<file path="src/sv/lsbs_pkg.sv">
// Shared types, codes and constants of the LED strip turn/brake sequencer.
package lsbs_pkg;

  // strip geometry
  localparam int LED_COUNT  = 32;
  localparam int REAR_SPLIT = 25;
  localparam int IDX_W      = $clog2(LED_COUNT);
  localparam int POS_W      = 6;

  // timer constants in milliseconds
  localparam logic [31:0] REFRESH_MS = 32'd5000;
  localparam logic [31:0] BRAKE_MS   = 32'd3500;
  localparam logic [31:0] RELEASE_MS = 32'd250;
  localparam logic [31:0] NEVER_MS   = 32'hFFFF_FFFF;

  // global strip levels
  localparam logic [4:0] LEVEL_REAR   = 5'd1;
  localparam logic [4:0] LEVEL_NORMAL = 5'd10;

  // configuration register reset values
  localparam logic [23:0] RST_SWEEP_COLOR  = 24'd16744448;
  localparam logic [7:0]  RST_SWEEP_BRIGHT = 8'd31;
  localparam logic [15:0] RST_SWEEP_DUR    = 16'd3000;
  localparam logic [15:0] RST_STEP_INT     = 16'd20;
  localparam logic [15:0] RST_END_PAUSE    = 16'd300;
  localparam logic [7:0]  RST_BRAKE_BRIGHT = 8'd31;
  localparam logic [7:0]  RST_REAR_LEVEL   = 8'd64;
  localparam logic [7:0]  RST_REAR_BRIGHT  = 8'd8;

  // request codes
  typedef enum logic [2:0] {
    REQ_TICK    = 3'd0,
    REQ_SWEEP   = 3'd1,
    REQ_BRAKE   = 3'd2,
    REQ_RELEASE = 3'd3,
    REQ_REAR    = 3'd4
  } req_t;

  // configuration register indexes
  typedef enum logic [2:0] {
    CFG_SWEEP_COLOR  = 3'd0,
    CFG_SWEEP_BRIGHT = 3'd1,
    CFG_SWEEP_DUR    = 3'd2,
    CFG_STEP_INT     = 3'd3,
    CFG_END_PAUSE    = 3'd4,
    CFG_BRAKE_BRIGHT = 3'd5,
    CFG_REAR_LEVEL   = 3'd6,
    CFG_REAR_BRIGHT  = 3'd7
  } cfg_idx_t;

  // datapath actions issued by the controller
  typedef enum logic [3:0] {
    ACT_NONE,
    ACT_LOAD,
    ACT_SWEEP_GO,
    ACT_BRAKE,
    ACT_RELEASE,
    ACT_REAR,
    ACT_REFRESH,
    ACT_EXPIRE,
    ACT_SWEEP_STOP,
    ACT_STEP,
    ACT_WRAP,
    ACT_CLR_PEND
  } act_t;

  // controller states
  typedef enum logic [2:0] {
    ST_IDLE,
    ST_DECODE,
    ST_TICK_PEND,
    ST_STEP,
    ST_EMIT_REAR,
    ST_EMIT_FILL,
    ST_EMIT_SWEEP,
    ST_WRAP
  } state_t;

  // input beat
  typedef struct packed {
    logic [2:0]  req_type;
    logic [31:0] now_ms;
  } in_beat_t;

  // result beat, one pixel
  typedef struct packed {
    logic [5:0] pixel_index;
    logic [7:0] red;
    logic [7:0] green;
    logic [7:0] blue;
    logic [7:0] pixel_brightness;
    logic [4:0] frame_level;
    logic       last;
  } out_beat_t;

  // controller to datapath
  typedef struct packed {
    act_t act;
    logic emit;
    logic emit_sweep;
    logic emit_rear;
  } cmd_t;

  // datapath to controller
  typedef struct packed {
    logic [2:0] req;
    logic       rear_mode;
    logic       pending;
    logic       sweeping;
    logic       braking;
    logic       refresh_due;
    logic       brake_due;
    logic       sweep_over;
    logic       step_due;
    logic       emit_last;
  } sts_t;

endpackage

</file>
<file path="src/sv/lsbs_ctrl.sv">
// Controller state machine of the LED strip turn/brake sequencer.
module lsbs_ctrl (
  input  logic            clk,
  input  logic            rst_n,
  input  logic            start,
  output logic            busy,
  input  lsbs_pkg::sts_t  sts,
  output lsbs_pkg::cmd_t  cmd
);

  lsbs_pkg::state_t state_r, state_nxt;

  // hold state
  always_ff @(posedge clk) begin
    if (!rst_n) begin
      state_r <= lsbs_pkg::ST_IDLE;
    end else begin
      state_r <= state_nxt;
    end
  end

  // next state and commands
  always_comb begin
    state_nxt      = state_r;
    cmd.act        = lsbs_pkg::ACT_NONE;
    cmd.emit       = 1'b0;
    cmd.emit_sweep = 1'b0;
    cmd.emit_rear  = 1'b0;
    busy           = (state_r != lsbs_pkg::ST_IDLE);
    case (state_r)
      lsbs_pkg::ST_IDLE: begin
        if (start) begin
          cmd.act   = lsbs_pkg::ACT_LOAD;
          state_nxt = lsbs_pkg::ST_DECODE;
        end
      end
      lsbs_pkg::ST_DECODE: begin
        state_nxt = lsbs_pkg::ST_IDLE;
        case (sts.req)
          lsbs_pkg::REQ_TICK: begin
            if (sts.rear_mode) begin
              if (sts.refresh_due) begin
                cmd.act   = lsbs_pkg::ACT_REFRESH;
                state_nxt = lsbs_pkg::ST_EMIT_REAR;
              end
            end else begin
              if (sts.brake_due) begin
                cmd.act = lsbs_pkg::ACT_EXPIRE;
              end
              state_nxt = lsbs_pkg::ST_TICK_PEND;
            end
          end
          lsbs_pkg::REQ_SWEEP: begin
            if (!sts.sweeping) begin
              cmd.act = lsbs_pkg::ACT_SWEEP_GO;
            end
          end
          lsbs_pkg::REQ_BRAKE: begin
            cmd.act = lsbs_pkg::ACT_BRAKE;
          end
          lsbs_pkg::REQ_RELEASE: begin
            if (sts.braking) begin
              cmd.act = lsbs_pkg::ACT_RELEASE;
            end
          end
          lsbs_pkg::REQ_REAR: begin
            cmd.act   = lsbs_pkg::ACT_REAR;
            state_nxt = lsbs_pkg::ST_EMIT_REAR;
          end
          default: begin
            cmd.act = lsbs_pkg::ACT_NONE;
          end
        endcase
      end
      lsbs_pkg::ST_TICK_PEND: begin
        if (!sts.pending) begin
          state_nxt = lsbs_pkg::ST_IDLE;
        end else if (sts.sweeping) begin
          if (sts.sweep_over) begin
            cmd.act = lsbs_pkg::ACT_SWEEP_STOP;
          end
          state_nxt = lsbs_pkg::ST_STEP;
        end else begin
          cmd.act   = lsbs_pkg::ACT_CLR_PEND;
          state_nxt = lsbs_pkg::ST_EMIT_FILL;
        end
      end
      lsbs_pkg::ST_STEP: begin
        if (sts.step_due) begin
          cmd.act   = lsbs_pkg::ACT_STEP;
          state_nxt = lsbs_pkg::ST_EMIT_SWEEP;
        end else begin
          state_nxt = lsbs_pkg::ST_IDLE;
        end
      end
      lsbs_pkg::ST_EMIT_REAR: begin
        cmd.emit      = 1'b1;
        cmd.emit_rear = 1'b1;
        if (sts.emit_last) begin
          state_nxt = lsbs_pkg::ST_IDLE;
        end
      end
      lsbs_pkg::ST_EMIT_FILL: begin
        cmd.emit = 1'b1;
        if (sts.emit_last) begin
          state_nxt = lsbs_pkg::ST_IDLE;
        end
      end
      lsbs_pkg::ST_EMIT_SWEEP: begin
        cmd.emit       = 1'b1;
        cmd.emit_sweep = 1'b1;
        if (sts.emit_last) begin
          state_nxt = lsbs_pkg::ST_WRAP;
        end
      end
      lsbs_pkg::ST_WRAP: begin
        cmd.act   = lsbs_pkg::ACT_WRAP;
        state_nxt = lsbs_pkg::ST_IDLE;
      end
      default: begin
        state_nxt = lsbs_pkg::ST_IDLE;
      end
    endcase
  end

endmodule

</file>
<file path="src/sv/lsbs_dpath.sv">
// Datapath of the LED strip turn/brake sequencer: frames, timers, flags, output beat.
module lsbs_dpath (
  input  logic                clk,
  input  logic                rst_n,
  input  lsbs_pkg::in_beat_t  in_data,
  input  logic                cfg_we,
  input  logic [2:0]          cfg_idx,
  input  logic [23:0]         cfg_data,
  input  lsbs_pkg::cmd_t      cmd,
  output lsbs_pkg::sts_t      sts,
  output logic                out_valid,
  output lsbs_pkg::out_beat_t out_data
);

  localparam int IDX_W = lsbs_pkg::IDX_W;
  localparam int PW    = lsbs_pkg::POS_W + 1;

  // latched request
  logic [2:0]  req_r, req_nxt;
  logic [31:0] now_r, now_nxt;

  // configuration registers
  logic [23:0] sweep_color_r, sweep_color_nxt;
  logic [7:0]  sweep_bright_r, sweep_bright_nxt;
  logic [15:0] sweep_dur_r, sweep_dur_nxt;
  logic [15:0] step_int_r, step_int_nxt;
  logic [15:0] end_pause_r, end_pause_nxt;
  logic [7:0]  brake_bright_r, brake_bright_nxt;
  logic [7:0]  rear_level_r, rear_level_nxt;
  logic [7:0]  rear_bright_r, rear_bright_nxt;

  // frames: fill frame is one value below the split and one at and past it
  logic [31:0] fill_color_r, fill_color_nxt;
  logic [31:0] fill_lo_r, fill_lo_nxt;
  logic [31:0] fill_hi_r, fill_hi_nxt;
  logic [31:0] sweep_frame_r   [lsbs_pkg::LED_COUNT];
  logic [31:0] sweep_frame_nxt [lsbs_pkg::LED_COUNT];

  // timers and flags
  logic [lsbs_pkg::POS_W-1:0] sweep_pos_r, sweep_pos_nxt;
  logic [31:0] refresh_r, refresh_nxt;
  logic [31:0] brake_end_r, brake_end_nxt;
  logic [31:0] sweep_start_r, sweep_start_nxt;
  logic [31:0] step_stamp_r, step_stamp_nxt;
  logic        pending_r, pending_nxt;
  logic        braking_r, braking_nxt;
  logic        sweeping_r, sweeping_nxt;
  logic        rear_mode_r, rear_mode_nxt;

  // emission
  logic [IDX_W-1:0]    cnt_r, cnt_nxt;
  logic                out_vld_r, out_vld_nxt;
  lsbs_pkg::out_beat_t out_beat_r, out_beat_nxt;

  logic [31:0] refresh_lim, sweep_lim, step_lim, fill_px, src_px, mid_color;
  logic        emit_last;

  // deadline sums, all wrapping modulo 2^32
  assign refresh_lim = refresh_r + lsbs_pkg::REFRESH_MS;
  assign sweep_lim   = sweep_start_r + {16'd0, sweep_dur_r};
  assign step_lim    = step_stamp_r + {16'd0, step_int_r};
  assign emit_last   = (cnt_r == IDX_W'(lsbs_pkg::LED_COUNT - 1));

  // status toward the controller
  always_comb begin
    sts.req         = req_r;
    sts.rear_mode   = rear_mode_r;
    sts.pending     = pending_r;
    sts.sweeping    = sweeping_r;
    sts.braking     = braking_r;
    sts.refresh_due = (refresh_lim < now_r);
    sts.brake_due   = (brake_end_r < now_r);
    sts.sweep_over  = (sweep_lim < now_r);
    sts.step_due    = (step_lim < now_r);
    sts.emit_last   = emit_last;
  end

  // pick the pixel for the current beat
  assign fill_px   = (PW'(cnt_r) < PW'(lsbs_pkg::REAR_SPLIT)) ? fill_lo_r : fill_hi_r;
  assign src_px    = cmd.emit_sweep ? sweep_frame_r[cnt_r] : fill_px;
  assign mid_color = {rear_bright_r, rear_level_r, fill_color_r[15:0]};

  // next state of the datapath
  always_comb begin
    req_nxt          = req_r;
    now_nxt          = now_r;
    sweep_color_nxt  = sweep_color_r;
    sweep_bright_nxt = sweep_bright_r;
    sweep_dur_nxt    = sweep_dur_r;
    step_int_nxt     = step_int_r;
    end_pause_nxt    = end_pause_r;
    brake_bright_nxt = brake_bright_r;
    rear_level_nxt   = rear_level_r;
    rear_bright_nxt  = rear_bright_r;
    fill_color_nxt   = fill_color_r;
    fill_lo_nxt      = fill_lo_r;
    fill_hi_nxt      = fill_hi_r;
    sweep_frame_nxt  = sweep_frame_r;
    sweep_pos_nxt    = sweep_pos_r;
    refresh_nxt      = refresh_r;
    brake_end_nxt    = brake_end_r;
    sweep_start_nxt  = sweep_start_r;
    step_stamp_nxt   = step_stamp_r;
    pending_nxt      = pending_r;
    braking_nxt      = braking_r;
    sweeping_nxt     = sweeping_r;
    rear_mode_nxt    = rear_mode_r;
    cnt_nxt          = cnt_r;
    out_vld_nxt      = 1'b0;
    out_beat_nxt     = out_beat_r;

    // apply the action
    case (cmd.act)
      lsbs_pkg::ACT_LOAD: begin
        req_nxt = in_data.req_type;
        now_nxt = in_data.now_ms;
      end
      lsbs_pkg::ACT_SWEEP_GO: begin
        sweeping_nxt    = 1'b1;
        sweep_start_nxt = now_r;
        step_stamp_nxt  = now_r;
        pending_nxt     = 1'b1;
        sweep_pos_nxt   = '0;
      end
      lsbs_pkg::ACT_BRAKE: begin
        pending_nxt    = 1'b1;
        braking_nxt    = 1'b1;
        brake_end_nxt  = now_r + lsbs_pkg::BRAKE_MS;
        fill_color_nxt = {brake_bright_r, 8'hFF, fill_color_r[15:0]};
        fill_lo_nxt    = fill_color_nxt;
        fill_hi_nxt    = fill_color_nxt;
      end
      lsbs_pkg::ACT_RELEASE: begin
        pending_nxt   = 1'b1;
        braking_nxt   = 1'b0;
        brake_end_nxt = now_r + lsbs_pkg::RELEASE_MS;
      end
      lsbs_pkg::ACT_REAR: begin
        rear_mode_nxt  = 1'b1;
        fill_lo_nxt    = mid_color;
        fill_color_nxt = {rear_bright_r, rear_level_r, rear_level_r, rear_level_r};
        fill_hi_nxt    = fill_color_nxt;
        refresh_nxt    = now_r;
      end
      lsbs_pkg::ACT_REFRESH: begin
        refresh_nxt = now_r;
      end
      lsbs_pkg::ACT_EXPIRE: begin
        pending_nxt    = 1'b1;
        brake_end_nxt  = lsbs_pkg::NEVER_MS;
        braking_nxt    = 1'b0;
        fill_color_nxt = {16'd0, fill_color_r[15:0]};
        fill_lo_nxt    = fill_color_nxt;
        fill_hi_nxt    = fill_color_nxt;
      end
      lsbs_pkg::ACT_SWEEP_STOP: begin
        sweeping_nxt  = 1'b0;
        sweep_pos_nxt = '0;
      end
      lsbs_pkg::ACT_STEP: begin
        step_stamp_nxt = now_r;
        sweep_frame_nxt[sweep_pos_r[IDX_W-1:0]] = {sweep_bright_r, sweep_color_r};
        sweep_pos_nxt  = sweep_pos_r + 1'b1;
      end
      lsbs_pkg::ACT_WRAP: begin
        if (PW'(sweep_pos_r) >= PW'(lsbs_pkg::LED_COUNT)) begin
          sweep_pos_nxt = '0;
          for (int i = 0; i < lsbs_pkg::LED_COUNT; i++) begin
            sweep_frame_nxt[i] = fill_color_r;
          end
          step_stamp_nxt = step_stamp_r + {16'd0, end_pause_r};
        end
      end
      lsbs_pkg::ACT_CLR_PEND: begin
        pending_nxt = 1'b0;
      end
      default: begin
        pending_nxt = pending_r;
      end
    endcase

    // drive one pixel beat per emit cycle
    if (cmd.emit) begin
      out_vld_nxt                   = 1'b1;
      out_beat_nxt.pixel_index      = 6'(cnt_r);
      out_beat_nxt.red              = src_px[23:16];
      out_beat_nxt.green            = src_px[15:8];
      out_beat_nxt.blue             = src_px[7:0];
      out_beat_nxt.pixel_brightness = src_px[31:24];
      out_beat_nxt.frame_level      = cmd.emit_rear ? lsbs_pkg::LEVEL_REAR
                                                    : lsbs_pkg::LEVEL_NORMAL;
      out_beat_nxt.last             = emit_last;
      cnt_nxt                       = emit_last ? '0 : cnt_r + 1'b1;
    end

    // configuration writes
    if (cfg_we) begin
      case (lsbs_pkg::cfg_idx_t'(cfg_idx))
        lsbs_pkg::CFG_SWEEP_COLOR:  sweep_color_nxt = cfg_data;
        lsbs_pkg::CFG_SWEEP_BRIGHT: begin
          sweep_bright_nxt = cfg_data[7:0];
          pending_nxt      = 1'b1;
        end
        lsbs_pkg::CFG_SWEEP_DUR:    sweep_dur_nxt    = cfg_data[15:0];
        lsbs_pkg::CFG_STEP_INT:     step_int_nxt     = cfg_data[15:0];
        lsbs_pkg::CFG_END_PAUSE:    end_pause_nxt    = cfg_data[15:0];
        lsbs_pkg::CFG_BRAKE_BRIGHT: brake_bright_nxt = cfg_data[7:0];
        lsbs_pkg::CFG_REAR_LEVEL:   rear_level_nxt   = cfg_data[7:0];
        lsbs_pkg::CFG_REAR_BRIGHT:  rear_bright_nxt  = cfg_data[7:0];
        default:                    rear_bright_nxt  = rear_bright_r;
      endcase
    end
  end

  // state registers
  always_ff @(posedge clk) begin
    if (!rst_n) begin
      sweep_color_r  <= lsbs_pkg::RST_SWEEP_COLOR;
      sweep_bright_r <= lsbs_pkg::RST_SWEEP_BRIGHT;
      sweep_dur_r    <= lsbs_pkg::RST_SWEEP_DUR;
      step_int_r     <= lsbs_pkg::RST_STEP_INT;
      end_pause_r    <= lsbs_pkg::RST_END_PAUSE;
      brake_bright_r <= lsbs_pkg::RST_BRAKE_BRIGHT;
      rear_level_r   <= lsbs_pkg::RST_REAR_LEVEL;
      rear_bright_r  <= lsbs_pkg::RST_REAR_BRIGHT;
      fill_color_r   <= '0;
      fill_lo_r      <= '0;
      fill_hi_r      <= '0;
      for (int i = 0; i < lsbs_pkg::LED_COUNT; i++) begin
        sweep_frame_r[i] <= '0;
      end
      sweep_pos_r    <= '0;
      refresh_r      <= '0;
      brake_end_r    <= lsbs_pkg::NEVER_MS;
      sweep_start_r  <= '0;
      step_stamp_r   <= '0;
      pending_r      <= 1'b0;
      braking_r      <= 1'b0;
      sweeping_r     <= 1'b0;
      rear_mode_r    <= 1'b0;
      cnt_r          <= '0;
      out_vld_r      <= 1'b0;
    end else begin
      sweep_color_r  <= sweep_color_nxt;
      sweep_bright_r <= sweep_bright_nxt;
      sweep_dur_r    <= sweep_dur_nxt;
      step_int_r     <= step_int_nxt;
      end_pause_r    <= end_pause_nxt;
      brake_bright_r <= brake_bright_nxt;
      rear_level_r   <= rear_level_nxt;
      rear_bright_r  <= rear_bright_nxt;
      fill_color_r   <= fill_color_nxt;
      fill_lo_r      <= fill_lo_nxt;
      fill_hi_r      <= fill_hi_nxt;
      sweep_frame_r  <= sweep_frame_nxt;
      sweep_pos_r    <= sweep_pos_nxt;
      refresh_r      <= refresh_nxt;
      brake_end_r    <= brake_end_nxt;
      sweep_start_r  <= sweep_start_nxt;
      step_stamp_r   <= step_stamp_nxt;
      pending_r      <= pending_nxt;
      braking_r      <= braking_nxt;
      sweeping_r     <= sweeping_nxt;
      rear_mode_r    <= rear_mode_nxt;
      cnt_r          <= cnt_nxt;
      out_vld_r      <= out_vld_nxt;
    end
  end

  // payload registers
  always_ff @(posedge clk) begin
    req_r      <= req_nxt;
    now_r      <= now_nxt;
    out_beat_r <= out_beat_nxt;
  end

  assign out_valid = out_vld_r;
  assign out_data  = out_beat_r;

endmodule

</file>
<file path="src/sv/led_strip_turn_brake_sequencer.sv">
// Top level of the LED strip turn/brake sequencer: controller plus datapath.
//
// A request is taken when start is high and busy is low. Requests that only
// change state (start sweep, brake, release, unknown codes) pass through the
// decode state and then return to idle. A request that emits a frame streams
// LED_COUNT pixel beats on out_data, one per cycle with out_valid high for
// each, the last one flagged; the receiver cannot stall and must take every
// beat. A frame-emitting tick stays busy through decode, the pending check and
// the fill emit (fill frame), through decode and the rear emit (rear refresh), or
// through decode, the pending check, the step write, the sweep emit and the wrap
// check (sweep frame): the single pixel read port walks the frame one beat per
// cycle and each state makes at most one deadline compare. A rear mode request
// is busy through decode and the rear emit. After a fill or rear frame the final
// beat still sits on the output register when the next request can be accepted.
// Configuration writes take effect at the write edge and are meant to be issued
// while busy is low and no beats are outstanding.
module led_strip_turn_brake_sequencer (
  input  logic                clk,
  input  logic                rst_n,
  input  logic                start,
  output logic                busy,
  input  lsbs_pkg::in_beat_t  in_data,
  output logic                out_valid,
  output lsbs_pkg::out_beat_t out_data,
  input  logic                cfg_we,
  input  logic [2:0]          cfg_idx,
  input  logic [23:0]         cfg_data
);

  lsbs_pkg::cmd_t cmd;
  lsbs_pkg::sts_t sts;

  lsbs_ctrl u_ctrl (
    .clk   (clk),
    .rst_n (rst_n),
    .start (start),
    .busy  (busy),
    .sts   (sts),
    .cmd   (cmd)
  );

  lsbs_dpath u_dpath (
    .clk       (clk),
    .rst_n     (rst_n),
    .in_data   (in_data),
    .cfg_we    (cfg_we),
    .cfg_idx   (cfg_idx),
    .cfg_data  (cfg_data),
    .cmd       (cmd),
    .sts       (sts),
    .out_valid (out_valid),
    .out_data  (out_data)
  );

  // an accepted request always makes the block busy in the next cycle
  a_accept_busy: assert property (@(posedge clk) disable iff (!rst_n)
    start && !busy |=> busy)
    else $error("request accepted but block not busy");

  // a frame ends with its last beat and nothing follows directly
  a_last_gap: assert property (@(posedge clk) disable iff (!rst_n)
    out_valid && out_data.last |=> !out_valid)
    else $error("beat right after the last pixel of a frame");

  // frame beats are contiguous
  a_frame_run: assert property (@(posedge clk) disable iff (!rst_n)
    out_valid && !out_data.last |=> out_valid)
    else $error("frame interrupted before its last pixel");

  // every frame starts at pixel zero
  a_frame_head: assert property (@(posedge clk) disable iff (!rst_n)
    $rose(out_valid) |-> out_data.pixel_index == 6'd0)
    else $error("frame does not start at pixel zero");

endmodule

</file>
<file path="config.mk">
export PLATFORM = sky130hd
export DESIGN_NAME = led_strip_turn_brake_sequencer
export DESIGN_NICKNAME = d
export VERILOG_FILES = /design/src/sv/lsbs_pkg.sv /design/src/sv/lsbs_ctrl.sv /design/src/sv/lsbs_dpath.sv /design/src/sv/led_strip_turn_brake_sequencer.sv
export SDC_FILE = /design/constraint.sdc
export NUM_CORES = 2
export LEC_CHECK = 0
export BUFFER_PORTS_ARGS = -buffer_cell sky130_fd_sc_hd__buf_2
export CORE_MARGIN = 5
export CORE_UTILIZATION = 45
export CTS_CLUSTER_DIAMETER = 40
export CTS_CLUSTER_SIZE = 10
export DETAILED_ROUTE_END_ITERATION = 16
export PLACE_DENSITY = 0.63
export RECOVER_POWER = 100
export REMOVE_ABC_BUFFERS = 1
export SYNTH_ARGS = -nofsm -noshare
export SYNTH_HDL_FRONTEND = slang
export SYNTH_HIERARCHICAL = 1
export SYNTH_SLANG_ARGS = --single-unit
export TNS_END_PERCENT = 100
</file>
<file path="constraint.sdc">
create_clock -name clk -period 11.4 [get_ports clk]
set_input_delay 1.71 -clock clk [delete_from_list [all_inputs] [get_ports clk]]
set_output_delay 1.71 -clock clk [all_outputs]
set_load 0.02 [all_outputs]
</file>
### After elaboration in Yosys (flattened, before gate mapping)

Index checks and enable logic that the tools add are counted.

* register bits after elaboration: 1449
* input bits: 66
* word-level logic and storage cells: 203

* multiplexer cells: 51
* $lt $le $gt $ge: 9
* bitwise operators: 4
* equality and inequality tests: 34
* $add $sub $neg: 8
* reduce and logical (&&, ||, !) cells: 32

Operators by type and width (count)
* $pmux W1024 S2: 1
* $bwmux W1024: 1
* $mux W1024: 1
* $pmux W32 S3: 4
* $mux W32: 6
* $bmux W32 S5: 1
* $demux W32 S5: 1
* $lt A32 B32 Y1: 4
* $add A32 B16 Y32: 3
* $pmux W32 S2: 1
* $pmux W4 S5: 2
* $mux W3: 11
* $add A32 B12 Y32 const B: 1
* $add A32 B13 Y32 const B: 1
* $add A32 B8 Y32 const B: 1
* $eq A3 B3 Y1 const B: 9
* $mux W4: 6
* $reduce_and A2 Y1: 11
* $pmux W3 S7: 1
* $eq A3 B2 Y1 const B: 6
* $ge A6 B6 Y1 const B: 3
* $pmux W6 S3: 1
* $eq A4 B3 Y1 const B: 4
* $eq A4 B4 Y1 const B: 4
* 26 further kinds: 54

### Longest topological paths before layout

* depth after elaboration: 11
* mapped depth: 31
* gate-level depth less buffers: 28

### By module

Netlist, hierarchy kept.

Modules (own cells, without submodules)
* lsbs_dpath: seq. area each 28517.4 µm², instances 1, area each 69008.7 µm², cells an instance 6845
* lsbs_ctrl: seq. area each 60.1 µm², instances 1, area each 421.7 µm², cells an instance 57

### Least setup slack after synthesis

Ideal clock, no wire load.

* path type: flip-flop to flip-flop
* start: reg u_dpath.step_int_r[0]
* end: reg u_dpath.now_r[0] (enable)
* library setup time: 0.471 ns
* slack: 4.432 ns
* data arrival time: 6.498 ns
* buffers on the path: 1
* cell stages (with the launch flop): 24
* cell sequence: dfxtp_1 -> ha_1 -> inv_1 -> fa_1 -> nor2b_1 -> o31a_1 -> o31ai_2 -> a211oi_1 -> a211oi_2 -> nor3_1 -> xor2_1 -> ha_1 -> a21o_1 -> a21o_1 -> a21oi_1 -> o21ai_0 -> and3_1 -> a211oi_1 -> nand2_1 -> o21a_1 -> a221oi_2 -> buf_2 -> nand2b_1 -> nor3_1

RTL lines
* start: declaration: RTL line lsbs_dpath.sv:26 `logic [15:0] step_int_r, step_int_nxt;`
* start signal: assignment: RTL line lsbs_dpath.sv:221 `step_int_r <= lsbs_pkg::RST_STEP_INT;`
* start signal: assignment: RTL line lsbs_dpath.sv:247 `step_int_r <= step_int_nxt;`
* end signal: assignment: RTL line lsbs_dpath.sv:273 `now_r <= now_nxt;`
* end: declaration: RTL line lsbs_dpath.sv:20 `logic [31:0] now_r, now_nxt;`

### Worst setup path after layout

* start: in rst_n
* end: reg u_dpath/sweep_frame_r[320] (netlist bit)

RTL lines
* start: declaration: RTL line led_strip_turn_brake_sequencer.sv:19 `input logic rst_n,`
* end signal: assignment: RTL line lsbs_dpath.sv:255 `sweep_frame_r <= sweep_frame_nxt;`
* end: declaration: RTL line lsbs_dpath.sv:36 `logic [31:0] sweep_frame_r [lsbs_pkg::LED_COUNT];`

No word-level cell between the ends.

==> flow_summary.toml <==
[run_status]
status = "finished, violations left"
violations = "max-capacitance violations, max-slew violations"

[pwr]
seqPwrFrac_pct = 40.4
p_int_w = 0.00949
clock_power_share_pct = 53.4
power_w = 0.0127
power_frac_comb_pct = 6.2
netSwitchingFraction_pct = 25.0
ir_drop_uv = 176
p_leak_nw = 39.7
power_density_nw_per_um2 = 162
power.net_switching_w = 0.00317

[timing]
min_period_ps = 9600
worstMarginPinSlew_ps = 6720
max_freq_ghz = 0.104
rsz0062_at_grt = "no"
slew_viol_final = 1513
skew_ps = 78.6
slew_headroom_pct = -348
setup_viol = 0
hold_viol_final = 0
finalCritPeriodShare_pct = 84.2

[logic_synthesis]
ys_seq_area_share_pct = 41.2
synth_edf_count = 75
async_flop_share_pct = 0
syn_avg_cell_area_sq_um = 10.1
ys_warn_count = 6
synth_seq_cells = 1390
synth_flop_cell = "dfxtp_1"
syn_inst = 6902
ys_types = 93
synthesis.area_sq_um = 69400

[floorplanning]
rows = 144
num_io_pins = 112
fp.dieW_um = 403
fp.dieH_um = 403
core_area_sq_um = 154000
floorplan.initialDensity_pct = 45.2
die_area_sq_um = 162000

[hold_path]
hold_path.class = "reg -> reg"

[cells_and_area]
final_nets = 6871
fillers = 13900
drive_gt1_share_pct = 13.2
syn_to_final_growth_pct = 12.4
design_area_sq_um = 78000

[clocking]
cts_inserted_buffers = 215
numClockSinks = 1390
cts_resized = 0
clk_pin_slew_ps = 50
clkLatencyLatePin_ps = 860
clockBufferDepth = 3
cts_hold_buf = 0
root_buffer = "clkbuf_16"
cts.htree.levels = 4
cts_tree = "built"
cts_setup_buffers = 0

[place]
dpl-instance-area_sq_um = 70900
io_buffers = 108
gp_congestion = 0.916
hpwl_um = 142000

[setup_path]
crit_fanout = 127
cpMostUsedCell = "clkbuf_1"
critical_path_buf_inv_count = 3
slowest_stage = "clkbuf_1"
path_delay_family = "buffers and inverters"
cp_slowest_stage_delay_ps = 4600
critPathKind = "in -> reg"
crit_chain = "clkbuf_1, clkbuf_1, clkbuf_2, o211a_1"
arrival_ps = 10390
end_kind = "flip-flop"
cp.required_ps = 12190
cp-start-kind = "input pin"

[grt]
grt_pass1_wl_um = 340000
grt_overflow_total = 0
antenna_found_initial = 7
grt_start_max_net_pins = 206
grt_pass1_vias = 54500
grt_usage_pct = 26.7

[route]
drtIter0Drc = 5797
wirelength_um = 226000
detail_route.wl_per_cell_um = 25.6
drcViolationCount = 0
detail-route-antenna-nets = 0
via_count = 56800
routed_via_density = 6.42
drt_pass1_iterations = 9

[run]
maxCapViolations = 36
==> worst paths after layout <==
kind | from | to | slack (ps) | depth (start not counted)
hold / removal | u_dpath/rear_bright_r[1] | u_dpath/fill_color_r[25] | 420 | 2
hold reg to reg | u_dpath/rear_bright_r[1] | u_dpath/fill_color_r[25] | 420 | 2
setup / recovery | rst_n | u_dpath/sweep_frame_r[320] | 1800 | 4
setup reg to reg | u_dpath/step_stamp_r[0] | u_dpath/sweep_frame_r[517] | 1980 | 27
==> power by group through the flow <==
stage	clock (W)	combinational [W]	sequential (W)
floorplan	0	0.000451	0.00518
global placement	0	0.000767	0.00521
detailed placement	0	0.000780	0.00520
CTS	0.00684	0.000785	0.00510
global route	0.00708	0.000854	0.00511
finish	0.00676	0.000783	0.00511
==> state kept, by name, indices dropped and copies added, names as in the netlist, 16 cells and up <==
name,flops
u_dpath/brake_end_r,32
u_dpath/end_pause_r,16
u_dpath/fill_color_r,24
u_dpath/now_r,32
u_dpath/out_data,40
u_dpath/refresh_r,32
u_dpath/step_int_r,16
u_dpath/step_stamp_r,32
u_dpath/sweep_color_r,24
u_dpath/sweep_dur_r,16
u_dpath/sweep_frame_r,1024
u_dpath/sweep_start_r,32
==> synthesized netlist by cell type, types with 8 or more instances <==
cell type / n / share of area, %
a211oi_1: 87 / 0.94
a21boi_0: 152 / 1.6
a21o_1: 62 / 0.67
a21oi_1: 178 / 1.3
a21oi_2: 36 / 0.45
a221o_1: 8 / 0.12
a221oi_1: 10 / 0.13
a31oi_1: 12 / 0.11
and2_1: 26 / 0.23
and3_1: 24 / 0.22
buf_1: 18 / 0.097
buf_2: 276 / 2.0
buf_4: 23 / 0.25
clkbuf_1: 432 / 2.3
clkbuf_2: 10 / 0.072
dfxtp_1: 1315 / 38
edfxtp_1: 75 / 3.2
ha_1: 182 / 3.3
inv_1: 58 / 0.31
mux2i_1: 87 / 1.3
mux4_2: 272 / 8.8
nand2_1: 1106 / 6.0
nand2b_1: 28 / 0.25
nand3_1: 106 / 0.76
nand4_1: 44 / 0.40
nor2_1: 179 / 0.97
nor2b_1: 65 / 0.59
nor3_1: 41 / 0.30
nor4_1: 10 / 0.090
o211a_1: 1039 / 15
o211ai_1: 504 / 5.4
o21a_1: 19 / 0.21
o21ai_0: 116 / 0.84
o21bai_1: 9 / 0.097
o221ai_1: 27 / 0.34
o22ai_1: 9 / 0.081
o31ai_1: 8 / 0.087
or3_1: 10 / 0.090
xnor2_1: 90 / 1.1
xor2_1: 37 / 0.47
==> stage by stage <==
step                      instances  setup slack [ps]  hold slack [ps]  utilization, %  TNS [ps]
after detailed placement       8447              3350              453            46.1         0
final                          8849              1800              424            50.8         0
after floorplan                6140              -623              430               -    -18130
after global routing           8848              1380              435            50.8         0
after CTS                      8848              3330              423            51.0         0
after global placement         8446              3130              445            46.1         0
==> cell type report <==
type                       count  area (sq um)  area share, %
clock inverter               109          1440           1.84
clock buffer                 292          6060           7.77
timing repair buffer         263          1580           2.03
inverter                      58           218          0.279
tap                         2044          2560           3.28
antenna                        1          2.50        0.00321
multi-input combinational   4692         37600           48.2
sequential                  1390         28600           36.6
==> worst reg2reg max path, stage by stage (launching register included) <==
cell and delay [ps]:
dfxtp_1 320, ha_1 210, inv_1 80, fa_1 220
nor2b_1 70, o31a_1 270, o31ai_1 480, a211oi_1 200
a211oi_1 990, nor3_1 210, xor2_1 220, ha_1 200
a21o_1 170, a21o_1 160, a21oi_1 140, o21ai_0 100
and3_1 180, a211oi_1 380, nand2_1 110, o21a_1 130
a221oi_1 1280, and4bb_2 560, buf_4 390, and2_0 310
a21oi_1 170, clkbuf_1 1360, nand2_1 220, o211a_1 220
==> routing by layer <==
metal | GRT usage (%) | routed length [um] | vias to the layer above
li1 | - | - | 25400
met1 | 34.8 | 94100 | 28600
met2 | 43.7 | 105000 | 2352
met3 | 4.81 | 17300 | 505
met4 | 11.5 | 10100 | 0
met5 | 0 | 0 | -
==> cell usage in the layout (no fill, tap or decap), types with 27 or more instances in the layout <==
| cell type | netlist | final |
|---|---|---|
| a211oi_1 | 87 | 87 |
| a21boi_0 | 152 | 153 |
| a21o_1 | 62 | 62 |
| a21oi_1 | 178 | 174 |
| a21oi_4 | 0 | 27 |
| buf_2 | 276 | 64 |
| buf_4 | 23 | 112 |
| clkbuf_1 | 432 | 112 |
| clkbuf_16 | 0 | 217 |
| clkbuf_8 | 0 | 35 |
| dfxtp_1 | 1315 | 1315 |
| edfxtp_1 | 75 | 75 |
| ha_1 | 182 | 182 |
| inv_1 | 58 | 58 |
| mux2i_1 | 87 | 86 |
| mux4_2 | 272 | 272 |
| nand2_1 | 1106 | 1100 |
| nand2b_1 | 28 | 28 |
| nand3_1 | 106 | 106 |
| nand4_1 | 44 | 44 |
| nor2_1 | 179 | 179 |
| nor2b_1 | 65 | 65 |
| nor3_1 | 41 | 35 |
| o211a_1 | 1039 | 1039 |
| o211ai_1 | 504 | 504 |
| o21ai_0 | 116 | 116 |
| o221ai_1 | 27 | 27 |
| xnor2_1 | 90 | 90 |
| xor2_1 | 37 | 37 |
==> logic make-up (layout without fill, tap and decap cells) <==
family | count (synthesis) | count (layout) | synth area share [%]
AOI/OAI and AO/OA | 2342 | 2342 | 28.3
and+or+nand+nor | 1676 | 1676 | 10.3
DFF | 1390 | 1390 | 41.2
buffers and inverters | 822 | 722 | 5.14
muxes | 359 | 359 | 10.1
adders and majority gates | 185 | 185 | 3.37
xor gates and xnor gates | 127 | 127 | 1.60
other | 1 | 4 | 0.00540
(Power assumes the default switching activity.)
